--- src/rtl/cpd_pkg.sv ---
package cpd_pkg;

  // Default largest payload length of a variable frame.
  localparam int unsigned MaxPayloadDef = 256;

  // Header bytes ahead of the header CRC byte.
  localparam int unsigned HdrDataLen = 4;

  // CRC-8 generator polynomial, no reflection, no final inversion.
  localparam logic [7:0] CrcPoly = 8'h07;

  // Result kinds.
  localparam logic [1:0] KIND_BYTE   = 2'd0;
  localparam logic [1:0] KIND_ACCEPT = 2'd1;
  localparam logic [1:0] KIND_REJECT = 2'd2;

  // Error codes.
  localparam logic [1:0] ERR_NONE = 2'd0;
  localparam logic [1:0] ERR_CRC  = 2'd1;
  localparam logic [1:0] ERR_SIZE = 2'd2;
  localparam logic [1:0] ERR_LINE = 2'd3;

  typedef struct packed {
    logic [1:0]  result_kind;
    logic [6:0]  frame_tag;
    logic [7:0]  command;
    logic        variable_frame;
    logic [15:0] fixed_value;
    logic [8:0]  payload_len;
    logic [7:0]  payload_byte;
    logic [7:0]  byte_index;
    logic [1:0]  fault_code;
  } res_t;

  // One byte step of the CRC, MSB first.
  function automatic logic [7:0] crc8_step(input logic [7:0] crc, input logic [7:0] data);
    logic [7:0] c;
    c = crc ^ data;
    for (int i = 0; i < 8; i++) begin
      if (c[7]) begin
        c = {c[6:0], 1'b0} ^ CrcPoly;
      end else begin
        c = {c[6:0], 1'b0};
      end
    end
    return c;
  endfunction

endpackage

--- src/rtl/cpd_parser.sv ---
module cpd_parser import cpd_pkg::*; #(
  parameter int unsigned MAX_PAYLOAD = MaxPayloadDef
) (
  input  logic       clk_i,
  input  logic       rst_ni,
  input  logic       take_i,
  input  logic [7:0] rx_byte_i,
  input  logic       line_error_i,
  output logic       res_valid_o,
  output res_t       res_o
);

  localparam int unsigned LenW = $clog2(MAX_PAYLOAD + 1);

  localparam logic PH_HEADER  = 1'b0;
  localparam logic PH_PAYLOAD = 1'b1;

  logic            phase_q, phase_d;
  logic [2:0]      hdr_cnt_q, hdr_cnt_d;
  logic [7:0]      hdr_q [HdrDataLen];
  logic            hdr_we;
  logic [7:0]      crc_q, crc_d;
  logic [LenW-1:0] len_q, len_d;
  logic [LenW-1:0] cnt_q, cnt_d;

  logic [15:0] value;
  logic [15:0] len_ext;
  logic [15:0] cnt_ext;
  logic        crc_good;

  assign value    = {hdr_q[3], hdr_q[2]};
  assign len_ext  = 16'(len_q);
  assign cnt_ext  = 16'(cnt_q);
  assign crc_good = (crc_q == rx_byte_i);

  always_comb begin
    phase_d     = phase_q;
    hdr_cnt_d   = hdr_cnt_q;
    crc_d       = crc_q;
    len_d       = len_q;
    cnt_d       = cnt_q;
    hdr_we      = 1'b0;
    res_valid_o = 1'b0;
    res_o       = '0;

    if (take_i) begin
      if (line_error_i) begin
        phase_d           = PH_HEADER;
        hdr_cnt_d         = '0;
        crc_d             = '0;
        len_d             = '0;
        cnt_d             = '0;
        res_valid_o       = 1'b1;
        res_o.result_kind = KIND_REJECT;
        res_o.fault_code  = ERR_LINE;
      end else if (phase_q == PH_HEADER) begin
        if (hdr_cnt_q < 3'(HdrDataLen)) begin
          hdr_we    = 1'b1;
          hdr_cnt_d = hdr_cnt_q + 3'd1;
          crc_d     = crc8_step(crc_q, rx_byte_i);
        end else begin
          // Header CRC byte: by default the frame ends here.
          phase_d              = PH_HEADER;
          hdr_cnt_d            = '0;
          crc_d                = '0;
          len_d                = '0;
          cnt_d                = '0;
          res_o.frame_tag      = hdr_q[0][6:0];
          res_o.command        = hdr_q[1];
          res_o.variable_frame = hdr_q[0][7];
          if (!hdr_q[0][7]) begin
            res_valid_o       = 1'b1;
            res_o.result_kind = crc_good ? KIND_ACCEPT : KIND_REJECT;
            res_o.fault_code  = crc_good ? ERR_NONE : ERR_CRC;
            res_o.fixed_value = crc_good ? value : 16'd0;
          end else if (!crc_good) begin
            res_valid_o       = 1'b1;
            res_o.result_kind = KIND_REJECT;
            res_o.fault_code  = ERR_CRC;
          end else if (value > 16'(MAX_PAYLOAD)) begin
            res_valid_o       = 1'b1;
            res_o.result_kind = KIND_REJECT;
            res_o.fault_code  = ERR_SIZE;
          end else begin
            phase_d = PH_PAYLOAD;
            len_d   = value[LenW-1:0];
          end
        end
      end else begin
        res_valid_o          = 1'b1;
        res_o.frame_tag      = hdr_q[0][6:0];
        res_o.command        = hdr_q[1];
        res_o.variable_frame = 1'b1;
        res_o.payload_len    = len_ext[8:0];
        if (cnt_q < len_q) begin
          res_o.result_kind  = KIND_BYTE;
          res_o.fault_code   = ERR_NONE;
          res_o.payload_byte = rx_byte_i;
          res_o.byte_index   = cnt_ext[7:0];
          crc_d              = crc8_step(crc_q, rx_byte_i);
          cnt_d              = cnt_q + LenW'(1);
        end else begin
          // Payload CRC byte closes the frame.
          res_o.result_kind = crc_good ? KIND_ACCEPT : KIND_REJECT;
          res_o.fault_code  = crc_good ? ERR_NONE : ERR_CRC;
          phase_d           = PH_HEADER;
          hdr_cnt_d         = '0;
          crc_d             = '0;
          len_d             = '0;
          cnt_d             = '0;
        end
      end
    end
  end

  always_ff @(posedge clk_i or negedge rst_ni) begin
    if (!rst_ni) begin
      phase_q   <= PH_HEADER;
      hdr_cnt_q <= '0;
      crc_q     <= '0;
      len_q     <= '0;
      cnt_q     <= '0;
    end else begin
      phase_q   <= phase_d;
      hdr_cnt_q <= hdr_cnt_d;
      crc_q     <= crc_d;
      len_q     <= len_d;
      cnt_q     <= cnt_d;
    end
  end

  // Header bytes are always written before they are read within a frame.
  always_ff @(posedge clk_i) begin
    if (hdr_we) begin
      hdr_q[hdr_cnt_q[1:0]] <= rx_byte_i;
    end
  end

endmodule

--- src/rtl/cpd_out_buf.sv ---
module cpd_out_buf import cpd_pkg::*; (
  input  logic clk_i,
  input  logic rst_ni,
  input  logic push_i,
  input  res_t res_i,
  output logic space_o,
  output logic out_valid_o,
  input  logic out_ready_i,
  output res_t res_o
);

  logic main_valid_q, main_valid_d;
  logic skid_valid_q, skid_valid_d;
  res_t main_q;
  res_t skid_q;
  logic pop;
  logic load_main;
  logic load_skid;
  logic main_from_skid;

  assign pop         = main_valid_q & out_ready_i;
  assign space_o     = !skid_valid_q;
  assign out_valid_o = main_valid_q;
  assign res_o       = main_q;

  always_comb begin
    main_valid_d   = main_valid_q;
    skid_valid_d   = skid_valid_q;
    load_main      = 1'b0;
    load_skid      = 1'b0;
    main_from_skid = 1'b0;
    if (skid_valid_q) begin
      if (pop) begin
        main_from_skid = 1'b1;
        skid_valid_d   = 1'b0;
      end
    end else if (push_i) begin
      if (!main_valid_q || pop) begin
        load_main    = 1'b1;
        main_valid_d = 1'b1;
      end else begin
        load_skid    = 1'b1;
        skid_valid_d = 1'b1;
      end
    end else if (pop) begin
      main_valid_d = 1'b0;
    end
  end

  always_ff @(posedge clk_i or negedge rst_ni) begin
    if (!rst_ni) begin
      main_valid_q <= 1'b0;
      skid_valid_q <= 1'b0;
    end else begin
      main_valid_q <= main_valid_d;
      skid_valid_q <= skid_valid_d;
    end
  end

  always_ff @(posedge clk_i) begin
    if (main_from_skid) begin
      main_q <= skid_q;
    end else if (load_main) begin
      main_q <= res_i;
    end
    if (load_skid) begin
      skid_q <= res_i;
    end
  end

endmodule

--- src/rtl/crc8_packet_deframer.sv ---
// Byte-stream frame parser with CRC-8 checks.
// Received bytes enter one word per handshake on the input channel
// (in_valid_i/in_ready_o, with rx_byte_i and line_error_i). Each frame has a
// five-byte header: flag and id, command, a little-endian 16-bit value and a
// CRC-8 over the first four bytes. Variable frames then carry the announced
// number of payload bytes and a payload CRC-8.
// The output channel (out_valid_o/out_ready_i) carries one result word per
// payload byte and one accept or reject word per frame; header bytes and the
// header CRC of a good variable frame give no word. A line error restarts the
// parser and gives a reject word at once.
// A result is registered in the output buffer and presented from there.
// Throughput is one input word per cycle while the output buffer has room,
// set by the single CRC byte step and counter update done between the parser
// state and the result register. A two-word output buffer keeps input flowing
// while one result waits; in_ready_o falls only when both entries are held by
// a stalled receiver. Reset clears the parser to the start of a header and
// empties the output buffer.
module crc8_packet_deframer import cpd_pkg::*; #(
  parameter int unsigned MAX_PAYLOAD = MaxPayloadDef
) (
  input  logic        clk_i,
  input  logic        rst_ni,
  input  logic        in_valid_i,
  output logic        in_ready_o,
  input  logic [7:0]  rx_byte_i,
  input  logic        line_error_i,
  output logic        out_valid_o,
  input  logic        out_ready_i,
  output logic [1:0]  result_kind_o,
  output logic [6:0]  frame_tag_o,
  output logic [7:0]  command_o,
  output logic        variable_frame_o,
  output logic [15:0] fixed_value_o,
  output logic [8:0]  payload_len_o,
  output logic [7:0]  payload_byte_o,
  output logic [7:0]  byte_index_o,
  output logic [1:0]  fault_code_o
);

  logic take;
  logic res_valid;
  res_t res;
  res_t res_out;

  // A word is taken whenever the buffer has room for a possible result.
  assign take = in_valid_i & in_ready_o;

  cpd_parser #(
    .MAX_PAYLOAD(MAX_PAYLOAD)
  ) u_parser (
    .clk_i       (clk_i),
    .rst_ni      (rst_ni),
    .take_i      (take),
    .rx_byte_i   (rx_byte_i),
    .line_error_i(line_error_i),
    .res_valid_o (res_valid),
    .res_o       (res)
  );

  cpd_out_buf u_out_buf (
    .clk_i      (clk_i),
    .rst_ni     (rst_ni),
    .push_i     (res_valid),
    .res_i      (res),
    .space_o    (in_ready_o),
    .out_valid_o(out_valid_o),
    .out_ready_i(out_ready_i),
    .res_o      (res_out)
  );

  assign result_kind_o    = res_out.result_kind;
  assign frame_tag_o      = res_out.frame_tag;
  assign command_o        = res_out.command;
  assign variable_frame_o = res_out.variable_frame;
  assign fixed_value_o    = res_out.fixed_value;
  assign payload_len_o    = res_out.payload_len;
  assign payload_byte_o   = res_out.payload_byte;
  assign byte_index_o     = res_out.byte_index;
  assign fault_code_o     = res_out.fault_code;

endmodule

--- config.mk ---
export PLATFORM = sky130hd
export DESIGN_NAME = crc8_packet_deframer
export DESIGN_NICKNAME = d
export VERILOG_FILES = /design/src/rtl/cpd_pkg.sv /design/src/rtl/cpd_parser.sv /design/src/rtl/cpd_out_buf.sv /design/src/rtl/crc8_packet_deframer.sv
export SDC_FILE = /design/constraint.sdc
export NUM_CORES = 1
export LEC_CHECK = 0
export BUFFER_PORTS_ARGS = -buffer_cell sky130_fd_sc_hd__buf_4
export CAP_MARGIN = 15
export CORE_UTILIZATION = 35
export DETAILED_ROUTE_END_ITERATION = 7
export PLACE_DENSITY = 0.56
export SLEW_MARGIN = 20
export SYNTH_ARGS = -nofsm -noshare
export SYNTH_HDL_FRONTEND = slang
export SYNTH_SLANG_ARGS = --single-unit
--- constraint.sdc ---
create_clock -name clk_i -period 10.2 [get_ports clk_i]
set_input_delay 0.51 -clock clk_i [delete_from_list [all_inputs] [get_ports clk_i]]
set_output_delay 0.51 -clock clk_i [all_outputs]
set_load 0.02 [all_outputs]
Word level (Yosys, flattened, before mapping)
Memories as Yosys holds them, arrays and structs flattened. Index checks and enable logic that the tools add are counted.

Muxes and demuxes: 147. Add/subtract/negate cells: 2. $lt $le $gt $ge: 3. Reduce and logical (&&, ||, !) cells: 9. Bitwise operators: 19. Equal/unequal tests: 4.

Operator list (number): 8-bit 2-to-1 mux (60); 61-bit 2-to-1 mux (3); 9-bit 2-to-1 mux (11); 16-bit 2-to-1 mux (4); 3-bit 2-to-1 mux (19); 57-bit 2-to-1 mux (1); 3-bit inverter (15); 1-bit 2-to-1 mux (34); 34-bit 2-to-1 mux (1); 25-bit 2-to-1 mux (1); 2-bit 2-to-1 mux (12); 18-bit 2-to-1 mux (1); 16-bit by 9-bit > comparator with 1-bit output, second input constant (1); 9-bit by 1-bit adder with 9-bit output, second input constant (1); 9-bit less-than comparator (1); 8-bit == test (1); 8-bit bitwise XOR (1); 3-bit AND reduction (2); 2-bit AND reduction (2); 2-bit nonzero test (2); 3-bit by 1-bit adder with 3-bit output, second input constant (1); 3-bit less-than comparator, second input constant (1); 3-bit by 2-bit != test with 1-bit output, second input constant (1); 3-bit != test, second input constant (1); other kinds (5) (7).

Logic and storage cells: 210. RAM bits: 32. Bits in registers: 154. Output and inout bits: 63. Memories: 1.

Memory list: u_parser.hdr_q (depth 4, width 8, read ports 4, clocked after Yosys merged registers in 0, wr ports 1, line cpd_parser.sv:20) `logic [7:0] hdr_q [HdrDataLen];`.

Depth between registers and ports, before layout
Depth after elaboration: 48. Gate-level depth with buffers: 9.

Hierarchy
Synthesis repeated with hierarchy kept, for this count alone.

Cell total of the unflattened synthesis: 509. Area total of the unflattened synthesis: 7923.8 um2.

Modules (own cells, without submodules): cpd_out_buf (times used 1, sequential area each 3713.6 um2, area each 4531.8 um2, cells each 202); cpd_parser (times used 1, sequential area each 1711.6 um2, area each 3385.7 um2, cells each 306); crc8_packet_deframer (times used 1, sequential area each 0.0 um2, area each 6.3 um2, cells each 1).

Worst setup path before layout
Ideal clock, no wire load.

Kind: input -> register. Start: input port rx_byte_i[5]. End: register u_out_buf.main_q, in the netlist u_out_buf.res_o[0], enable pin. Stages: 9. Library setup time: 0.500 ns. Buffers on the path: 0. Path slack: 5.095 ns. Required time: 9.700 ns. Data arrival time: 4.605 ns. Cells stage by stage: xor2_1 > inv_1 > ha_1 > and3_1 > nand3_2 > or3_1 > or4b_4 > nand2_1 > a21oi_1.

Longest elaborated chain between the ends: 10.

Ends and longest elaborated chain: start: declaration (line crc8_packet_deframer.sv:25) `input logic [7:0] rx_byte_i,`; 8-bit == test (line cpd_parser.sv:34) `assign crc_good = (crc_q == rx_byte_i);`; 1-bit 2-to-1 mux (line cpd_parser.sv:76) `end else if (!crc_good) begin`; 1-bit 2-to-1 mux (line cpd_parser.sv:71) `if (!hdr_q[0][7]) begin`; 1-bit 2-to-1 mux (line cpd_parser.sv:57) `if (hdr_cnt_q < 3'(HdrDataLen)) begin`; 1-bit 2-to-1 mux (line cpd_parser.sv:56) `end else if (phase_q == PH_HEADER) begin`; 1-bit 2-to-1 mux (line cpd_parser.sv:47) `if (line_error_i) begin`; 1-bit 2-to-1 mux (line cpd_parser.sv:46) `if (take_i) begin`; 1-bit 2-to-1 mux (line cpd_out_buf.sv:37) `end else if (push_i) begin`; 1-bit 2-to-1 mux (line cpd_out_buf.sv:32) `if (skid_valid_q) begin`; 2-bit nonzero test (no source line); end signal: assignment (line cpd_out_buf.sv:62) `main_q <= skid_q;`; end signal: assignment (line cpd_out_buf.sv:64) `main_q <= res_i;`; end: declaration (line cpd_out_buf.sv:14) `res_t main_q;`.

No other way between the ends. A chain may end at the register's enable or synchronous reset.

Worst setup path after layout
Start: register u_parser.crc_q[3]. End: register u_out_buf.skid_q[55] (netlist name), enable pin.

Longest elaborated chain between the ends: 9.

Ends and longest elaborated chain: start: declaration (line cpd_parser.sv:22) `logic [7:0] crc_q, crc_d;`; start signal: assignment (line cpd_parser.sv:126) `crc_q <= crc_d;`; 8-bit == test (line cpd_parser.sv:34); 1-bit 2-to-1 mux (line cpd_parser.sv:76); 1-bit 2-to-1 mux (line cpd_parser.sv:71); 1-bit 2-to-1 mux (line cpd_parser.sv:57); 1-bit 2-to-1 mux (line cpd_parser.sv:56); 1-bit 2-to-1 mux (line cpd_parser.sv:47); 1-bit 2-to-1 mux (line cpd_parser.sv:46); 1-bit 2-to-1 mux (line cpd_out_buf.sv:37); 1-bit 2-to-1 mux (line cpd_out_buf.sv:32); net u_out_buf.load_skid (line cpd_out_buf.sv:18) `logic load_skid;`; end signal: assignment (line cpd_out_buf.sv:67) `skid_q <= res_i;`; end: declaration (line cpd_out_buf.sv:15) `res_t skid_q;`.

The timed path passes the listed nets, and every way through them passes these cells.

==> results.md <==
* Outcome: finished, final reports clean
* Worst EP required at 10.33 ns
* Worst vdd ir at roughly 110 uV
* CP Capture Type: flop
* CTS root buf: clkbuf_16
* Slew Limit Fails at 0
* Ys async rst share at between 10% and 20%
* Critical path origin: u_parser.crc_q[3]
* Gr usage total at ~15%
* Largest net degree at the start of global routing at 41
* Net count after synthesis at 530
* Final min period at roughly 3.5 ns
* Mapped Cells at 501
* Hpwl dp at 10850 um
* Post-route ant nets at 0
* Cts hold-fix bufs at 0
* Clock-pin slew on the worst setup and hold paths at 0.07 ns
* CTS tree: yes
* Primary FF master, synth: edfxtp_1
* # setup viols final at 0
* Clock Skews at 0.009515 ns
* I/O Pins at 76
* Row cnt at 53
* Post-CTS Setup Bufs at 0
* Die ar. at ~22000 um2
* First-pass GRT wire length at 24850 um
* Measured slew at the worst slew-check pin at 1.038 ns
* Post-cts resize count at 0
* Diodes inserted at 0
* Filler instances at 1857
* Vias at 4281
* H-Tree Level Count at 4
* Achievable frequency at between 200 and 300 MHz
* Kind of critical path: reg2reg
* CTS max path bufs at 2
* Vias in the first global route at 4299
* Reg2Reg Setup Slack at approximately 6.7 ns
* Drt wl/cell at 18.27 um
* P per Cell Area at 227.9 nW/um2
* Worst-path fanout max at 40
* Seq cells post-synth at 186
* RD Place Congestion at a little under 0.8
* Share of layout cells above drive strength 1 at about a fifth
* Clk_lat worst skew at 0.43 ns
* Reg2Reg Launch Point: u_parser.crc_q[3]
* Final worst path period share at between 30% and 40%
* IO Port Bufs at 75
* Unrepaired setup endpoints after global routing: false
* Syn. warnings at 0
* Post-synth EDFFs at 154
* Max_slew headroom at around 29%
* Max_cap viols at 0
* TNS Setup at 0 ns
* Design area at 8981 um2
* Leak Pwr at 3.888 nW
* CP Launch Type: flop
* Hold Vio Cnt, Final at 0
* DRC Markers at 0
* Crit-path leading delay family: simple AND/OR/NAND/NOR gates
* Core area at 21020 um2
* Worst hold path type: in2async
* WP data arrival at 3.59 ns
* Routed WL at 15910 um
* Cts bufs inserted at 17
* Crit-path cells: xnor2_1, ha_1, and3_1, nand3_2, or3_1, or4b_4, and3_2, buf_4
* Area grow syn2layout at 19.55%
* Buf/Inv on CP at 1
* Post-Syn Area per Cell at between 10 and 15 um2
* Die Y at around 150 um
* Critical-path top delay cell: or4b_4
* Pre-Repair DR Iteration Count at 5
* Sequential area share after synthesis at between 70 and 80%
* Mapped cell area at 7512 um2
* Total gr overflow at 0
* Clk sinks at 186
* Initial antenna violation count at 0
* Dpl cell area at between 8000 and 9000 um2
* Netlist cell types at 42
* Initial drt markers at 278
* Initial Util at between 30 and 40%
* Final #Nets at 612
* Number of vias per cell at ~4.9
* Die Wd at 148.5 um
* Worst path max stage delay at 0.56 ns
[Yosys cell counts, types with 2 or more instances]
cell | number | area (um2)
nor2b_1 | 2 | 12.51
and2_1 | 47 | 294.0
a21o_1 | 62 | 465.5
and3_1 | 9 | 56.30
nand2b_1 | 2 | 12.51
nor3_1 | 6 | 30.03
nor2_1 | 14 | 52.55
mux2_2 | 2 | 22.52
edfxtp_1 | 154 | 4624
nor4_1 | 15 | 93.84
nand3_1 | 6 | 30.03
xnor2_1 | 16 | 140.1
xor2_1 | 8 | 70.07
a31oi_1 | 2 | 12.51
clkbuf_1 | 15 | 56.30
o21ai_0 | 13 | 65.06
a21oi_1 | 10 | 50.05
buf_1 | 2 | 7.510
or2_2 | 2 | 12.51
nand4_1 | 3 | 18.77
nand2_1 | 19 | 71.32
dfrtp_1 | 32 | 800.8
ha_1 | 16 | 200.2
a22o_1 | 10 | 87.58
inv_1 | 17 | 63.81
[report_power, final]
part | internal (mW) | switching [mW]
clock network | 0.321 | 0.300
registers | 0.949 | 0.0460
logic | 0.165 | 0.266
total | 1.44 | 0.612
[cell families (layout without fill, tap and decap cells)]
kind of cell | Yosys count | after routing | share of synthesized area (%)
AO/OA/AOI/OAI | 104 | 104 | 9.777
XOR/XNOR | 25 | 25 | 3.015
adder cells (fa/ha/maj) | 16 | 16 | 2.665
buffers and inverters | 35 | 130 | 1.765
flip-flops | 186 | 186 | 72.22
multiplexers | 3 | 3 | 0.4330
AND/OR/NAND/NOR | 132 | 132 | 10.13
[metrics by stage]
stage / std cells / hold slack (ns) / power, mW / setup slack [ns] / utilization [%]
after CTS: 871 / 0.03238 / 2.070 / 6.738 / 42.72
after global placement: 839 / 0.4873 / 1.438 / 6.589 / 40.09
after global routing: 871 / 0.04520 / 2.134 / 6.582 / 42.72
after detailed placement: 839 / 0.4870 / 1.447 / 6.456 / 40.09
after floorplan: 501 / 0.2144 / 1.275 / 5.095 / -
final: 871 / 0.02952 / 2.047 / 6.740 / 42.72
[cell type report]
| class | instances | area (um2) | area share, % |
|---|---|---|---|
| clock buffer | 17 | 425.4 | 4.737 |
| multi-input combinational | 280 | 1987 | 22.12 |
| timing repair buffer | 81 | 608.1 | 6.771 |
| tap | 275 | 344.1 | 3.831 |
| inverter | 17 | 63.81 | 0.7105 |
| clock inverter | 15 | 127.6 | 1.421 |
| sequential | 186 | 5425 | 60.41 |
[worst register-to-register path: stages, from the launching register on]
cell and delay, ns:
dfrtp_1 0.40, xnor2_1 0.33, ha_1 0.22, and3_1 0.18
nand3_2 0.13, or3_1 0.44, or4b_4 0.56, and3_2 0.49
buf_4 0.40
[registers in the layout (all words and copies together), names as in the netlist]
register	flops
u_out_buf.res_o	61
u_out_buf.skid_q	61
u_parser.hdr_q	32
u_parser.cnt_q	9
u_parser.len_q	9
u_parser.crc_q	8
u_parser.hdr_cnt_q	3
u_out_buf.out_valid_o	1
u_out_buf.skid_valid_q	1
u_parser.phase_q	1
[placed cells by master, fill, tap and decap left out, drive strengths merged, types with 2 or more instances in the layout]
cell / count
xor2: 8
or2: 2
mux2: 2
a31oi: 2
nor3: 7
dfrtp: 32
a21oi: 10
nand2: 19
nand2b: 2
o21ai: 14
nand3: 7
edfxtp: 154
inv: 25
ha: 16
nor4: 15
and2: 47
xnor2: 17
clkinvlp: 2
a22o: 10
a21o: 62
buf: 81
nor2: 15
nor2b: 2
clkinv: 5
and3: 9
nand4: 3
clkbuf: 17
[worst paths after layout]
kind                                          end  depth (start not counted)
max                          u_out_buf.skid_q[55]                          8
max reg2reg                  u_out_buf.skid_q[55]                          8
max in group asynchronous       u_parser.cnt_q[4]                          1
min reg2reg                     u_parser.crc_q[0]                          2
min in group clk_i         u_out_buf.skid_valid_q                          2
min                             u_parser.len_q[2]                          1
[layer usage]
layer,vias to the layer above,wire length [um],track usage (%)
li1,2019,-,-
met1,2128,7597,20.84
met2,118,7379,22.85
met3,16,699,4.080
met4,0,238,5.515
met5,-,0,0
Note: power is estimated with default switching activity, not from simulation.
